[src/design/sts_pkg.sv]
// shared types, constants and command codes for the serial touch-screen controller
// no dependencies; every other design file refers to this package by scoped names
`timescale 1ns / 1ps

package sts_pkg;

	// fifo depths
	localparam int CMD_DEPTH    = 16;
	localparam int REPORT_DEPTH = 16;
	localparam int QUEUE_DEPTH  = 4;

	localparam int CMD_AW = (CMD_DEPTH > 1) ? $clog2(CMD_DEPTH) : 1;
	localparam int CMD_CW = $clog2(CMD_DEPTH + 1);
	localparam int REP_AW = (REPORT_DEPTH > 1) ? $clog2(REPORT_DEPTH) : 1;
	localparam int REP_CW = $clog2(REPORT_DEPTH + 1);
	localparam int Q_AW   = (QUEUE_DEPTH > 1) ? $clog2(QUEUE_DEPTH) : 1;
	localparam int Q_CW   = $clog2(QUEUE_DEPTH + 1);

	// word kinds
	localparam logic [1:0] FUNC_TICK  = 2'd0;
	localparam logic [1:0] FUNC_WRITE = 2'd1;
	localparam logic [1:0] FUNC_READ  = 2'd2;

	// command and report characters
	localparam logic [7:0] CH_MODE    = 8'h4D;
	localparam logic [7:0] CH_ASK     = 8'h3F;
	localparam logic [7:0] CH_ZERO    = 8'h30;
	localparam logic [7:0] CH_NINE    = 8'h39;
	localparam logic [7:0] CH_DOT     = 8'h2E;
	localparam logic [7:0] NIB_BASE   = 8'h40;
	localparam logic [7:0] UNTOUCHED  = 8'h40 + 8'h0F;

	// modes
	localparam logic [15:0] MODE_ASK      = 16'd1;
	localparam logic [15:0] MODE_STREAM_A = 16'd129;
	localparam logic [15:0] MODE_STREAM_B = 16'd130;

	localparam logic [13:0] BUSY_RESET = 14'd8192;

	// position scaling: exact quotient by reciprocal for 16-bit dividends
	localparam logic [15:0] POS_MAX     = 16'hFFFF;
	localparam int          CELL_DIV_X  = 65536 / 120;
	localparam int          CELL_DIV_Y  = 65536 / 90;
	localparam int          RECIP_SHIFT = 26;
	localparam longint      RECIP_X_L   = ((64'd1 << RECIP_SHIFT) + CELL_DIV_X - 1) / CELL_DIV_X;
	localparam longint      RECIP_Y_L   = ((64'd1 << RECIP_SHIFT) + CELL_DIV_Y - 1) / CELL_DIV_Y;
	localparam logic [16:0] RECIP_X     = 17'(RECIP_X_L);
	localparam logic [16:0] RECIP_Y     = 17'(RECIP_Y_L);

	// last byte index of a report
	localparam logic [2:0] RPT_LAST = 3'd4;

	// classified word passed from front to back
	typedef struct packed {
		logic [1:0] func;
		logic [7:0] wbyte;
		logic [6:0] cell_x;
		logic [6:0] cell_y;
		logic [2:0] buttons;
	} op_t;

	// one result word
	typedef struct packed {
		logic       dropped;
		logic       data_waiting;
		logic [7:0] read_data;
	} res_t;

	// back-end status for checking
	typedef struct packed {
		logic emit;
		logic rep_empty;
	} bk_stat_t;

endpackage

[src/design/sts_front.sv]
// front end: takes input words, scales the pointer position to cells
// depends on sts_pkg
`timescale 1ns / 1ps

module sts_front (
	input  logic          clk,
	input  logic          arst_n,
	input  logic          s_tvalid,
	output logic          s_tready,
	input  logic [47:0]   s_tdata,   // func, write_byte, pos_x, pos_y, buttons, zero pad
	output logic          q_valid,
	input  logic          q_ready,
	output sts_pkg::op_t  q_data
);

	logic        v_s1;
	logic [1:0]  func_s1;
	logic [7:0]  wbyte_s1;
	logic [15:0] px_s1;
	logic [15:0] py_s1;
	logic [2:0]  btn_s1;

	logic [15:0] dx;
	logic [32:0] prod_x;
	logic [32:0] prod_y;

	assign s_tready = !v_s1 || q_ready;

	// stage valid
	always_ff @(posedge clk or negedge arst_n) begin
		if (!arst_n) begin
			v_s1 <= 1'b0;
		end else if (s_tvalid && s_tready) begin
			v_s1 <= 1'b1;
		end else if (q_ready) begin
			v_s1 <= 1'b0;
		end
	end

	// stage payload
	always_ff @(posedge clk) begin
		if (s_tvalid && s_tready) begin
			func_s1  <= s_tdata[1:0];
			wbyte_s1 <= s_tdata[9:2];
			px_s1    <= s_tdata[25:10];
			py_s1    <= s_tdata[41:26];
			btn_s1   <= s_tdata[44:42];
		end
	end

	// cell scaling by reciprocal multiply, x axis mirrored
	assign dx     = sts_pkg::POS_MAX - px_s1;
	assign prod_x = 33'(dx) * 33'(sts_pkg::RECIP_X);
	assign prod_y = 33'(py_s1) * 33'(sts_pkg::RECIP_Y);

	assign q_valid        = v_s1;
	assign q_data.func    = func_s1;
	assign q_data.wbyte   = wbyte_s1;
	assign q_data.cell_x  = prod_x[sts_pkg::RECIP_SHIFT +: 7] + 7'd1;
	assign q_data.cell_y  = prod_y[sts_pkg::RECIP_SHIFT +: 7] + 7'd1;
	assign q_data.buttons = btn_s1;

endmodule

[src/design/sts_queue.sv]
// short queue of classified words between front and back
// depends on sts_pkg
`timescale 1ns / 1ps

module sts_queue (
	input  logic          clk,
	input  logic          arst_n,
	input  logic          in_valid,
	output logic          in_ready,
	input  sts_pkg::op_t  in_data,
	output logic          out_valid,
	input  logic          out_pop,
	output sts_pkg::op_t  out_data
);

	sts_pkg::op_t              ent_q [sts_pkg::QUEUE_DEPTH];
	logic [sts_pkg::Q_AW-1:0] head_q;
	logic [sts_pkg::Q_AW-1:0] tail_q;
	logic [sts_pkg::Q_CW-1:0] count_q;
	logic                      push;

	assign in_ready  = count_q != sts_pkg::Q_CW'(sts_pkg::QUEUE_DEPTH);
	assign out_valid = count_q != '0;
	assign out_data  = ent_q[head_q];
	assign push      = in_valid && in_ready;

	// pointers and fill level
	always_ff @(posedge clk or negedge arst_n) begin
		if (!arst_n) begin
			head_q  <= '0;
			tail_q  <= '0;
			count_q <= '0;
		end else begin
			if (push) begin
				tail_q <= (tail_q == sts_pkg::Q_AW'(sts_pkg::QUEUE_DEPTH - 1)) ? '0 : tail_q + 1'b1;
			end
			if (out_pop) begin
				head_q <= (head_q == sts_pkg::Q_AW'(sts_pkg::QUEUE_DEPTH - 1)) ? '0 : head_q + 1'b1;
			end
			if (push && !out_pop) begin
				count_q <= count_q + 1'b1;
			end else if (!push && out_pop) begin
				count_q <= count_q - 1'b1;
			end
		end
	end

	// entry storage
	always_ff @(posedge clk) begin
		if (push) begin
			ent_q[tail_q] <= in_data;
		end
	end

endmodule

[src/design/sts_back.sv]
// back end: command and report fifos, mode decoding, busy countdown, report sender
// depends on sts_pkg
`timescale 1ns / 1ps

module sts_back (
	input  logic              clk,
	input  logic              arst_n,
	input  logic              cfg_we,
	input  logic [13:0]       cfg_wdata,
	input  logic              op_valid,
	input  sts_pkg::op_t      op_data,
	output logic              op_pop,
	output logic              m_tvalid,
	input  logic              m_tready,
	output logic [15:0]       m_tdata,   // read_data, data_waiting, dropped, zero pad
	output sts_pkg::bk_stat_t stat
);

	localparam logic [1:0] ST_IDLE = 2'd0;
	localparam logic [1:0] ST_EXEC = 2'd1;
	localparam logic [1:0] ST_PUSH = 2'd2;

	logic [1:0] state_q;
	sts_pkg::op_t op_q;

	logic [7:0]                  cmd_mem [sts_pkg::CMD_DEPTH];
	logic [sts_pkg::CMD_AW-1:0]  cmd_head_q;
	logic [sts_pkg::CMD_AW-1:0]  cmd_tail_q;
	logic [sts_pkg::CMD_CW-1:0]  cmd_count_q;
	logic [7:0]                  cmd_rdata_q;

	logic [7:0]                  rep_mem [sts_pkg::REPORT_DEPTH];
	logic [sts_pkg::REP_AW-1:0]  rep_head_q;
	logic [sts_pkg::REP_AW-1:0]  rep_tail_q;
	logic [sts_pkg::REP_CW-1:0]  rep_count_q;
	logic [7:0]                  rep_rdata_q;

	logic [15:0] mode_q;
	logic [13:0] busy_cnt_q;
	logic [13:0] busy_ticks_q;
	logic [6:0]  last_x_q;
	logic [6:0]  last_y_q;
	logic [2:0]  last_btn_q;
	logic        last_valid_q;
	logic [2:0]  push_idx_q;
	logic        drop_q;
	logic        out_valid_q;
	sts_pkg::res_t out_q;

	// decode results
	logic          exec;
	logic          emit;
	sts_pkg::res_t res;
	logic          cmd_push;
	logic          cmd_pop;
	logic          rep_pop;
	logic          load_busy;
	logic          dec_busy;
	logic          start_rpt;
	logic          force_rpt;
	logic          changed;
	logic [15:0]   mode_nx;
	logic [15:0]   mode_x10;
	logic          is_digit;
	logic          rep_room;
	logic          rep_write;
	logic [7:0]    rpt_byte;

	assign exec     = state_q == ST_EXEC;
	assign op_pop   = (state_q == ST_IDLE) && op_valid && (!out_valid_q || m_tready);
	assign rep_room = rep_count_q != sts_pkg::REP_CW'(sts_pkg::REPORT_DEPTH);
	assign rep_write = (state_q == ST_PUSH) && rep_room;
	assign is_digit = (cmd_rdata_q >= sts_pkg::CH_ZERO) && (cmd_rdata_q <= sts_pkg::CH_NINE);
	assign mode_x10 = {mode_q[12:0], 3'b000} + {mode_q[14:0], 1'b0};
	assign changed  = !last_valid_q || (op_q.cell_x != last_x_q) || (op_q.cell_y != last_y_q)
		|| (op_q.buttons != last_btn_q);

	// execute one word
	always_comb begin
		emit      = 1'b0;
		res       = '0;
		cmd_push  = 1'b0;
		cmd_pop   = 1'b0;
		rep_pop   = 1'b0;
		load_busy = 1'b0;
		dec_busy  = 1'b0;
		start_rpt = 1'b0;
		force_rpt = 1'b0;
		mode_nx   = mode_q;
		if (exec) begin
			case (op_q.func)
				sts_pkg::FUNC_WRITE: begin
					emit = 1'b1;
					if (cmd_count_q != sts_pkg::CMD_CW'(sts_pkg::CMD_DEPTH)) begin
						cmd_push  = 1'b1;
						load_busy = 1'b1;
					end else begin
						res.dropped = 1'b1;
					end
				end
				sts_pkg::FUNC_READ: begin
					emit = 1'b1;
					if (rep_count_q != '0) begin
						rep_pop       = 1'b1;
						load_busy     = 1'b1;
						res.read_data = rep_rdata_q;
					end
				end
				sts_pkg::FUNC_TICK: begin
					if (busy_cnt_q != '0) begin
						dec_busy = 1'b1;
						emit     = 1'b1;
					end else if (rep_count_q != '0) begin
						res.data_waiting = 1'b1;
						emit             = 1'b1;
					end else begin
						if (cmd_count_q != '0) begin
							cmd_pop = 1'b1;
							if (cmd_rdata_q == sts_pkg::CH_MODE) begin
								mode_nx = '0;
							end else if (is_digit) begin
								mode_nx = mode_x10 + {12'd0, cmd_rdata_q[3:0]};
							end else if (cmd_rdata_q == sts_pkg::CH_ASK
								&& mode_q == sts_pkg::MODE_ASK) begin
								force_rpt = 1'b1;
							end
						end
						if (force_rpt || (changed && (mode_nx == sts_pkg::MODE_STREAM_A
							|| mode_nx == sts_pkg::MODE_STREAM_B))) begin
							start_rpt = 1'b1;
						end else begin
							emit = 1'b1;
						end
					end
				end
				default: begin
					emit = 1'b1;
				end
			endcase
		end else if (state_q == ST_PUSH && push_idx_q == sts_pkg::RPT_LAST) begin
			emit        = 1'b1;
			res.dropped = drop_q || !rep_room;
		end
	end

	// report byte for the current slot
	always_comb begin
		case (push_idx_q)
			3'd0:    rpt_byte = op_q.buttons[0] ? sts_pkg::NIB_BASE + {5'd0, op_q.cell_x[6:4]}
				: sts_pkg::UNTOUCHED;
			3'd1:    rpt_byte = op_q.buttons[0] ? sts_pkg::NIB_BASE + {4'd0, op_q.cell_x[3:0]}
				: sts_pkg::UNTOUCHED;
			3'd2:    rpt_byte = op_q.buttons[0] ? sts_pkg::NIB_BASE + {5'd0, op_q.cell_y[6:4]}
				: sts_pkg::UNTOUCHED;
			3'd3:    rpt_byte = op_q.buttons[0] ? sts_pkg::NIB_BASE + {4'd0, op_q.cell_y[3:0]}
				: sts_pkg::UNTOUCHED;
			default: rpt_byte = sts_pkg::CH_DOT;
		endcase
	end

	// sequencer
	always_ff @(posedge clk or negedge arst_n) begin
		if (!arst_n) begin
			state_q    <= ST_IDLE;
			push_idx_q <= '0;
			drop_q     <= 1'b0;
		end else begin
			case (state_q)
				ST_IDLE: begin
					if (op_pop) begin
						state_q <= ST_EXEC;
					end
				end
				ST_EXEC: begin
					push_idx_q <= '0;
					drop_q     <= 1'b0;
					state_q    <= start_rpt ? ST_PUSH : ST_IDLE;
				end
				ST_PUSH: begin
					push_idx_q <= push_idx_q + 3'd1;
					if (!rep_room) begin
						drop_q <= 1'b1;
					end
					if (push_idx_q == sts_pkg::RPT_LAST) begin
						state_q <= ST_IDLE;
					end
				end
				default: begin
					state_q <= ST_IDLE;
				end
			endcase
		end
	end

	// word under execution
	always_ff @(posedge clk) begin
		if (op_pop) begin
			op_q <= op_data;
		end
	end

	// fifo pointers, mode, countdown and last reported values
	always_ff @(posedge clk or negedge arst_n) begin
		if (!arst_n) begin
			cmd_head_q   <= '0;
			cmd_tail_q   <= '0;
			cmd_count_q  <= '0;
			rep_head_q   <= '0;
			rep_tail_q   <= '0;
			rep_count_q  <= '0;
			mode_q       <= '0;
			busy_cnt_q   <= '0;
			busy_ticks_q <= sts_pkg::BUSY_RESET;
			last_x_q     <= '0;
			last_y_q     <= '0;
			last_btn_q   <= '0;
			last_valid_q <= 1'b0;
		end else begin
			if (cfg_we) begin
				busy_ticks_q <= cfg_wdata;
			end
			if (cmd_push) begin
				cmd_tail_q  <= (cmd_tail_q == sts_pkg::CMD_AW'(sts_pkg::CMD_DEPTH - 1))
					? '0 : cmd_tail_q + 1'b1;
				cmd_count_q <= cmd_count_q + 1'b1;
			end
			if (cmd_pop) begin
				cmd_head_q  <= (cmd_head_q == sts_pkg::CMD_AW'(sts_pkg::CMD_DEPTH - 1))
					? '0 : cmd_head_q + 1'b1;
				cmd_count_q <= cmd_count_q - 1'b1;
			end
			if (rep_pop) begin
				rep_head_q  <= (rep_head_q == sts_pkg::REP_AW'(sts_pkg::REPORT_DEPTH - 1))
					? '0 : rep_head_q + 1'b1;
				rep_count_q <= rep_count_q - 1'b1;
			end
			if (rep_write) begin
				rep_tail_q  <= (rep_tail_q == sts_pkg::REP_AW'(sts_pkg::REPORT_DEPTH - 1))
					? '0 : rep_tail_q + 1'b1;
				rep_count_q <= rep_count_q + 1'b1;
			end
			if (load_busy) begin
				busy_cnt_q <= busy_ticks_q;
			end else if (dec_busy) begin
				busy_cnt_q <= busy_cnt_q - 14'd1;
			end
			if (exec) begin
				mode_q <= mode_nx;
			end
			if (start_rpt) begin
				last_x_q     <= op_q.cell_x;
				last_y_q     <= op_q.cell_y;
				last_btn_q   <= op_q.buttons;
				last_valid_q <= 1'b1;
			end
		end
	end

	// fifo storage with registered reads at the heads
	always_ff @(posedge clk) begin
		if (cmd_push) begin
			cmd_mem[cmd_tail_q] <= op_q.wbyte;
		end
		if (rep_write) begin
			rep_mem[rep_tail_q] <= rpt_byte;
		end
		cmd_rdata_q <= cmd_mem[cmd_head_q];
		rep_rdata_q <= rep_mem[rep_head_q];
	end

	// output register
	always_ff @(posedge clk or negedge arst_n) begin
		if (!arst_n) begin
			out_valid_q <= 1'b0;
		end else if (emit) begin
			out_valid_q <= 1'b1;
		end else if (m_tready) begin
			out_valid_q <= 1'b0;
		end
	end

	always_ff @(posedge clk) begin
		if (emit) begin
			out_q <= res;
		end
	end

	assign m_tvalid       = out_valid_q;
	assign m_tdata        = {6'd0, out_q};
	assign stat.emit      = emit;
	assign stat.rep_empty = rep_count_q == '0;

endmodule

[src/design/serial_touch_screen_controller.sv]
// a word passes the front stage register and the queue, then the back end's idle and execute
// states and its output register; a word that sends a report also passes a push state for each
// of its five bytes, which go one a cycle through the report fifo write port; the back end
// takes a word only in idle; front accepts a word a cycle while the 4-entry queue has room
// reset: asynchronous, clears fifos, mode, countdown and last values, busy_ticks to 8192
`timescale 1ns / 1ps

module serial_touch_screen_controller (
	input  logic        clk,
	input  logic        arst_n,
	input  logic        cfg_we,
	input  logic [13:0] cfg_wdata,   // busy_ticks
	input  logic        s_tvalid,
	output logic        s_tready,
	input  logic [47:0] s_tdata,     // func, write_byte, pos_x, pos_y, buttons, zero pad
	output logic        m_tvalid,
	input  logic        m_tready,
	output logic [15:0] m_tdata      // read_data, data_waiting, dropped, zero pad
);

	logic              fq_valid;
	logic              fq_ready;
	sts_pkg::op_t      fq_data;
	logic              qb_valid;
	logic              qb_pop;
	sts_pkg::op_t      qb_data;
	sts_pkg::bk_stat_t bk_stat;

	// classification and scaling
	sts_front u_front (
		.clk      (clk),
		.arst_n   (arst_n),
		.s_tvalid (s_tvalid),
		.s_tready (s_tready),
		.s_tdata  (s_tdata),
		.q_valid  (fq_valid),
		.q_ready  (fq_ready),
		.q_data   (fq_data)
	);

	// decoupling queue
	sts_queue u_queue (
		.clk       (clk),
		.arst_n    (arst_n),
		.in_valid  (fq_valid),
		.in_ready  (fq_ready),
		.in_data   (fq_data),
		.out_valid (qb_valid),
		.out_pop   (qb_pop),
		.out_data  (qb_data)
	);

	// execution
	sts_back u_back (
		.clk       (clk),
		.arst_n    (arst_n),
		.cfg_we    (cfg_we),
		.cfg_wdata (cfg_wdata),
		.op_valid  (qb_valid),
		.op_data   (qb_data),
		.op_pop    (qb_pop),
		.m_tvalid  (m_tvalid),
		.m_tready  (m_tready),
		.m_tdata   (m_tdata),
		.stat      (bk_stat)
	);

`ifndef SYNTHESIS
	// back end only takes a word from an occupied queue
	a_pop_valid: assert property (@(posedge clk) disable iff (!arst_n)
		qb_pop |-> qb_valid)
		else $error("pop from empty queue");

	// a word is taken only when the output register frees up
	a_pop_room: assert property (@(posedge clk) disable iff (!arst_n)
		qb_pop && m_tvalid |-> m_tready)
		else $error("pop while result stalled");

	// a waiting flag on show means report bytes are still held
	a_wait_held: assert property (@(posedge clk) disable iff (!arst_n)
		m_tvalid && m_tdata[8] |-> !bk_stat.rep_empty)
		else $error("data_waiting with empty report fifo");

	// every emitted result appears on the output
	a_emit_out: assert property (@(posedge clk) disable iff (!arst_n)
		bk_stat.emit |=> m_tvalid)
		else $error("emitted result lost");
`endif

endmodule
[config.mk]
export PLATFORM = sky130hd
export DESIGN_NAME = serial_touch_screen_controller
export DESIGN_NICKNAME = d
export VERILOG_FILES = /design/src/design/sts_pkg.sv /design/src/design/sts_front.sv /design/src/design/sts_queue.sv /design/src/design/sts_back.sv /design/src/design/serial_touch_screen_controller.sv
export SDC_FILE = /design/constraint.sdc
export NUM_CORES = 1
export LEC_CHECK = 0
export BUFFER_PORTS_ARGS = -buffer_cell sky130_fd_sc_hd__buf_4
export CAP_MARGIN = 20
export CORE_UTILIZATION = 46
export CTS_CLUSTER_SIZE = 20
export DETAILED_ROUTE_END_ITERATION = 6
export PLACE_DENSITY = 0.73
export SYNTH_ARGS = -nofsm -noshare
export SYNTH_HDL_FRONTEND = slang
export SYNTH_HIERARCHICAL = 1
export SYNTH_SLANG_ARGS = --single-unit
[constraint.sdc]
create_clock -name clk -period 11.6 [get_ports clk]
set_input_delay 1.74 -clock clk [delete_from_list [all_inputs] [get_ports clk]]
set_output_delay 1.74 -clock clk [all_outputs]
set_load 0.05 [all_outputs]
---- Word-level counts from Yosys, hierarchy flattened ----
Memory sizes are Yosys's and may differ from the RTL's. A register that Yosys moved wholly into a read port is not among the register bits.
Cells that the tools add are included.
storage, ports and cells
  register bits after elaboration ......... 158
  RAM bits ................................ 364
  input bits .............................. 67
  output and inout bits ................... 18
  logic and storage cells ................. 217
  memories ................................ 3
operators by class
  add/sub/neg operators ................... 23
  multipliers ............................. 2
  order comparisons ....................... 2
  equality and inequality tests ........... 28
  multiplexer cells ....................... 82
  bitwise logic cells ..................... 4
  reduce and logical (&&, ||, !) cells .... 44
memories
  memory          words  bits a word  rd ports  clocked after Yosys merged registers in  write ports  RTL line         source
  u_back.cmd_mem  16     8            1         1                                        1            sts_back.sv:26   logic [7:0] cmd_mem [sts_pkg::CMD_DEPTH];
  u_back.rep_mem  16     8            1         1                                        1            sts_back.sv:32   logic [7:0] rep_mem [sts_pkg::REPORT_DEPTH];
  u_queue.ent_q   4      27           1         1                                        1            sts_queue.sv:16  sts_pkg::op_t ent_q [sts_pkg::QUEUE_DEPTH];
operators by type and width
  cell                                                   count
  2-to-1 mux 16 bit                                      7
  multiplier 16 x 17 -> 33 bit (second input constant)   2
  2-to-1 mux 1 bit                                       49
  equality test 16 x 8 -> 1 bit (second input constant)  2
  2-to-1 mux 8 bit                                       4
  one-hot mux 8 bit (4 select lines)                     1
  2-to-1 mux 14 bit                                      2
  2-to-1 mux 5 bit                                       4
  adder 16 bit                                           1
  adder 16 x 4 -> 16 bit                                 1
  adder 4 x 1 -> 4 bit (second input constant)           4
  adder 7 x 3 -> 8 bit (first input constant)            2
  adder 7 x 4 -> 8 bit (first input constant)            2
  equality test 16 x 1 -> 1 bit (second input constant)  1
  equality test 4 bit (second input constant)            4
  2-to-1 mux 4 bit                                       4
  subtractor 16 bit (first input constant)               1
  adder 7 x 1 -> 7 bit (second input constant)           2
  != test 7 bit                                          2
  nonzero test 14 bit                                    1
  nonzero test 2 bit                                     7
  subtractor 14 x 1 -> 14 bit (second input constant)    1
  logical AND 1 bit                                      11
  adder 5 x 1 -> 5 bit (second input constant)           2
  33 further kinds                                       68

---- Depth between registers and ports, before layout ----
  depth after elaboration ................. 20
  mapped depth ............................ 27
  gate-level depth less buffers ........... 26

---- Cells and area by module ----
Netlist, hierarchy kept.
modules (own cells, without submodules)
  module     times used  cells an instance  area an instance (um^2)  sequential area each (um^2)
  sts_back   1           1089               16151.7                  10436.3
  sts_front  1           993                10047.1                  1376.3
  sts_queue  1           178                4337.9                   3418.3

---- Worst setup path after synthesis ----
No wires, ideal clock.
  kind .................................... register to register
  start ................................... register u_front.px_s1[13]
  end ..................................... memory u_queue/ent_q[0][16] (netlist name) (data pin)
  library setup time ...................... 274 ps
  arrival ................................. 6063 ps
  data required time ...................... 11326 ps
  path slack .............................. 5263 ps
  stages on the path, launching flop included .. 24
  path buffers ............................ 0
  period minus slack after synthesis ...... 6337 ps
  cells stage by stage .................... edfxtp_1 > fa_1 > fa_1 > fa_1 > inv_1 > fa_1 > fa_1 > inv_1 > fa_1 > ha_1 > nand2_1 > nor4_1 > nand2_1 > nor2_2 > o21a_1 > nor2_1 > ha_1 > nand2_1 > a41oi_1 > nor2b_1 > maj3_1 > nand2_1 > nand4b_1 > xnor2_1
RTL lines
  what                    RTL line         source
  start, declared         sts_front.sv:19  logic [15:0] px_s1;
  start signal, assigned  sts_front.sv:45  px_s1 <= s_tdata[25:10];
  end, declared           sts_queue.sv:16

==> metrics.txt <==
CTS Hold Bufs 0; RSZ-0062 raised after global routing no; Avg Vias per Cell between 5 and 6; Switching Power 0.00415 W; CTS root buffer clkbuf_16; Clock Skew roughly 53 ps; first-pass GRT wire length around 94000 um; Crit Reg-Reg Startpoint u_front/px_s1[14]; post-CTS sizing 0; RR Endpoint u_queue/ent_q[3][16]; Max-Cap Viols 0; Final Instance Area 33900 um^2; # port buffers 73; DRC errors left 0; post-DP HPWL 41800 um; drt first-iter violations roughly 900; chip width between 200 and 300 um; Peak Freq 144 MHz; maximum vdd ir drop around 0.00022 V; Final Total Pwr roughly 0.010 W; # setup viols final 0; Warnings, synthesis 6; CP required roughly 12000 ps; routed vias between 15000 and 20000; Final #Nets just under 3000; share of total power in the clock network between 10% and 20%; Hold Startpoint u_back/mode_q[15]; Reg2Reg Setup Slack 4650 ps; status complete, no violations; Final Hold Fails 0; Hold Path Depth 2; largest net degree at the start of global routing slightly above 80; Comb power frac between 50% and 60%; All-Layer GR Usage between 15 and 20%; Worst R2R Path Depth 24; Post-Place Cell Area ~32000 um^2; Fin Setup TNS 0 ps; Worst Setup End Kind flop; GP Congestion between 0.9 and 1; Slew Limit Fails 0; Post-DRT Antenna Nets 0; Inserted Clock Buffers 55; Die ar. between 60000 and 70000 um^2; Cell Pwr Density ~300 nW/um^2; fin crit share approximately three fifths; worst-skew pair later-pin latency roughly 650 ps; min cycle time layout around 7000 ps; CTS tree yes; # IOs 85; max_slew headroom approximately 30%; post-CTS setup buffers 0; antenna violations before repair 0; core outline area ~66000 um^2; Hold Path Class reg -> reg; cell area after synthesis just over 30000 um^2; clock buffer depth 3; Hold Path End u_back/mode_q[15]; htree depth 2; Int Pwr just over 0.006 W; CP Class reg -> reg; Seq pwr share 31.4%; diode count 0; Switching Share between 40% and 50%; share of cells above drive strength 1 a little over an eighth; Reg clk slew, reported paths ~70 ps; clock tree sinks ~530; Area Overhead vs Synth 11.1%; Wirelength per Cell approximately 17 um; vias in the first global route 18339; site row count 94; Vert. Die Dim around 260 um; CP arrival 7270 ps; crit-path max FO 4; leakage power 14.3 nW; crit path launch type flop; starting density of the core 46.4%; DRT Pass-1 Iters 5; Detailed Route WL approximately 57000 um; Syn Inst Count 2259; worst slew pin tran between 1000 and 1500 ps; fin util 51.6%; GRT Residual Overflow 0; Final Hold Slack 473 ps; syn avg cell area 13.5 um^2
==> cells in the final DEF (no fill, tap or decap), types with 40 or more instances in the layout <==
cell type / n
buf_4: 86
inv_1: 331
and2_1: 41
edfxtp_1: 412
ha_1: 334
dfrtp_1: 100
mux4_2: 72
clkbuf_16: 55
mux2_2: 40
xnor2_1: 50
a21oi_1: 70
nand2_1: 99
nor2_1: 68
fa_1: 135
o21ai_0: 93
==> critical path: stages (launching register included) <==
cell,delay [ps]
edfxtp_1,400
inv_1,120
fa_1,670
fa_1,490
fa_1,540
inv_1,50
fa_1,470
fa_1,550
inv_1,60
fa_1,470
ha_1,340
a21oi_1,160
nor3b_1,80
o31ai_1,370
nand2_1,150
o21a_1,240
nor2_1,150
ha_1,210
nand2_1,90
a41oi_1,280
nor2b_1,250
and3_1,190
o21ai_0,90
nand4b_1,120
xnor2_1,110
==> area by class of cell <==
cell class / count / area, um^2
inverter: 331 / 1240
tap: 864 / 1080
clock buffer: 64 / 1420
sequential: 529 / 15200
clock inverter: 40 / 439
multi-input combinational: 1353 / 13800
fill: 5374 / 31800
timing repair buffer: 89 / 712
==> power by group through the flow <==
| stage | Sequential, W | Combinational [W] | Clock [W] |
|---|---|---|---|
| 4_1_cts | 0.00322 | 0.00527 | 0.00183 |
| 2_1_floorplan | 0.00314 | 0.00393 | 0 |
| 5_1_grt | 0.00327 | 0.00597 | 0.00191 |
| 3_3_place_gp | 0.00323 | 0.00496 | 0 |
| 3_5_place_dp | 0.00326 | 0.00520 | 0 |
| 6_report | 0.00322 | 0.00525 | 0.00178 |
==> registers in the layout (all words and copies together) (netlist names), 14 cells and up <==
signal and cells:
u_back/busy_ticks_q 14, u_front/px_s1 16, u_back/busy_cnt_q 14, u_back/rep_mem 96
u_back/mode_q 16, u_queue/ent_q 108, u_front/py_s1 16, u_back/cmd_mem 128
u_back/op_q 27
==> how the worst max path moves through the flow <==
stage / from / end
floorplan: u_front/px_s1[13] / u_queue/ent_q[0][16]
global placement: u_front/px_s1[14] / u_queue/ent_q[0][16]
detailed placement: u_front/px_s1[14] / u_queue/ent_q[3][16]
CTS: u_front/px_s1[14] / u_queue/ent_q[3][16]
global route: u_front/px_s1[14] / u_queue/ent_q[3][16]
finish: u_front/px_s1[14] / u_queue/ent_q[3][16]
==> metal layers <==
| layer | up-vias | track usage [%] | share of wire [%] |
|---|---|---|---|
| li1 | 8290 | - | - |
| met1 | 8670 | 22.0 | 43 |
| met2 | 346 | 30.9 | 51 |
| met3 | 91 | 2.31 | 3.7 |
| met4 | 0 | 5.18 | 2.5 |
| met5 | - | 0 | 0 |
==> stage by stage <==
step | setup WS, ps | cells
global route | 4120 | 3270
detailed placement | 4680 | 3165
floorplan | 5260 | 2266
finish | 4650 | 3270
global placement | 4760 | 3163
CTS | 4630 | 3269
Note: power is estimated with default switching activity, not from simulation.
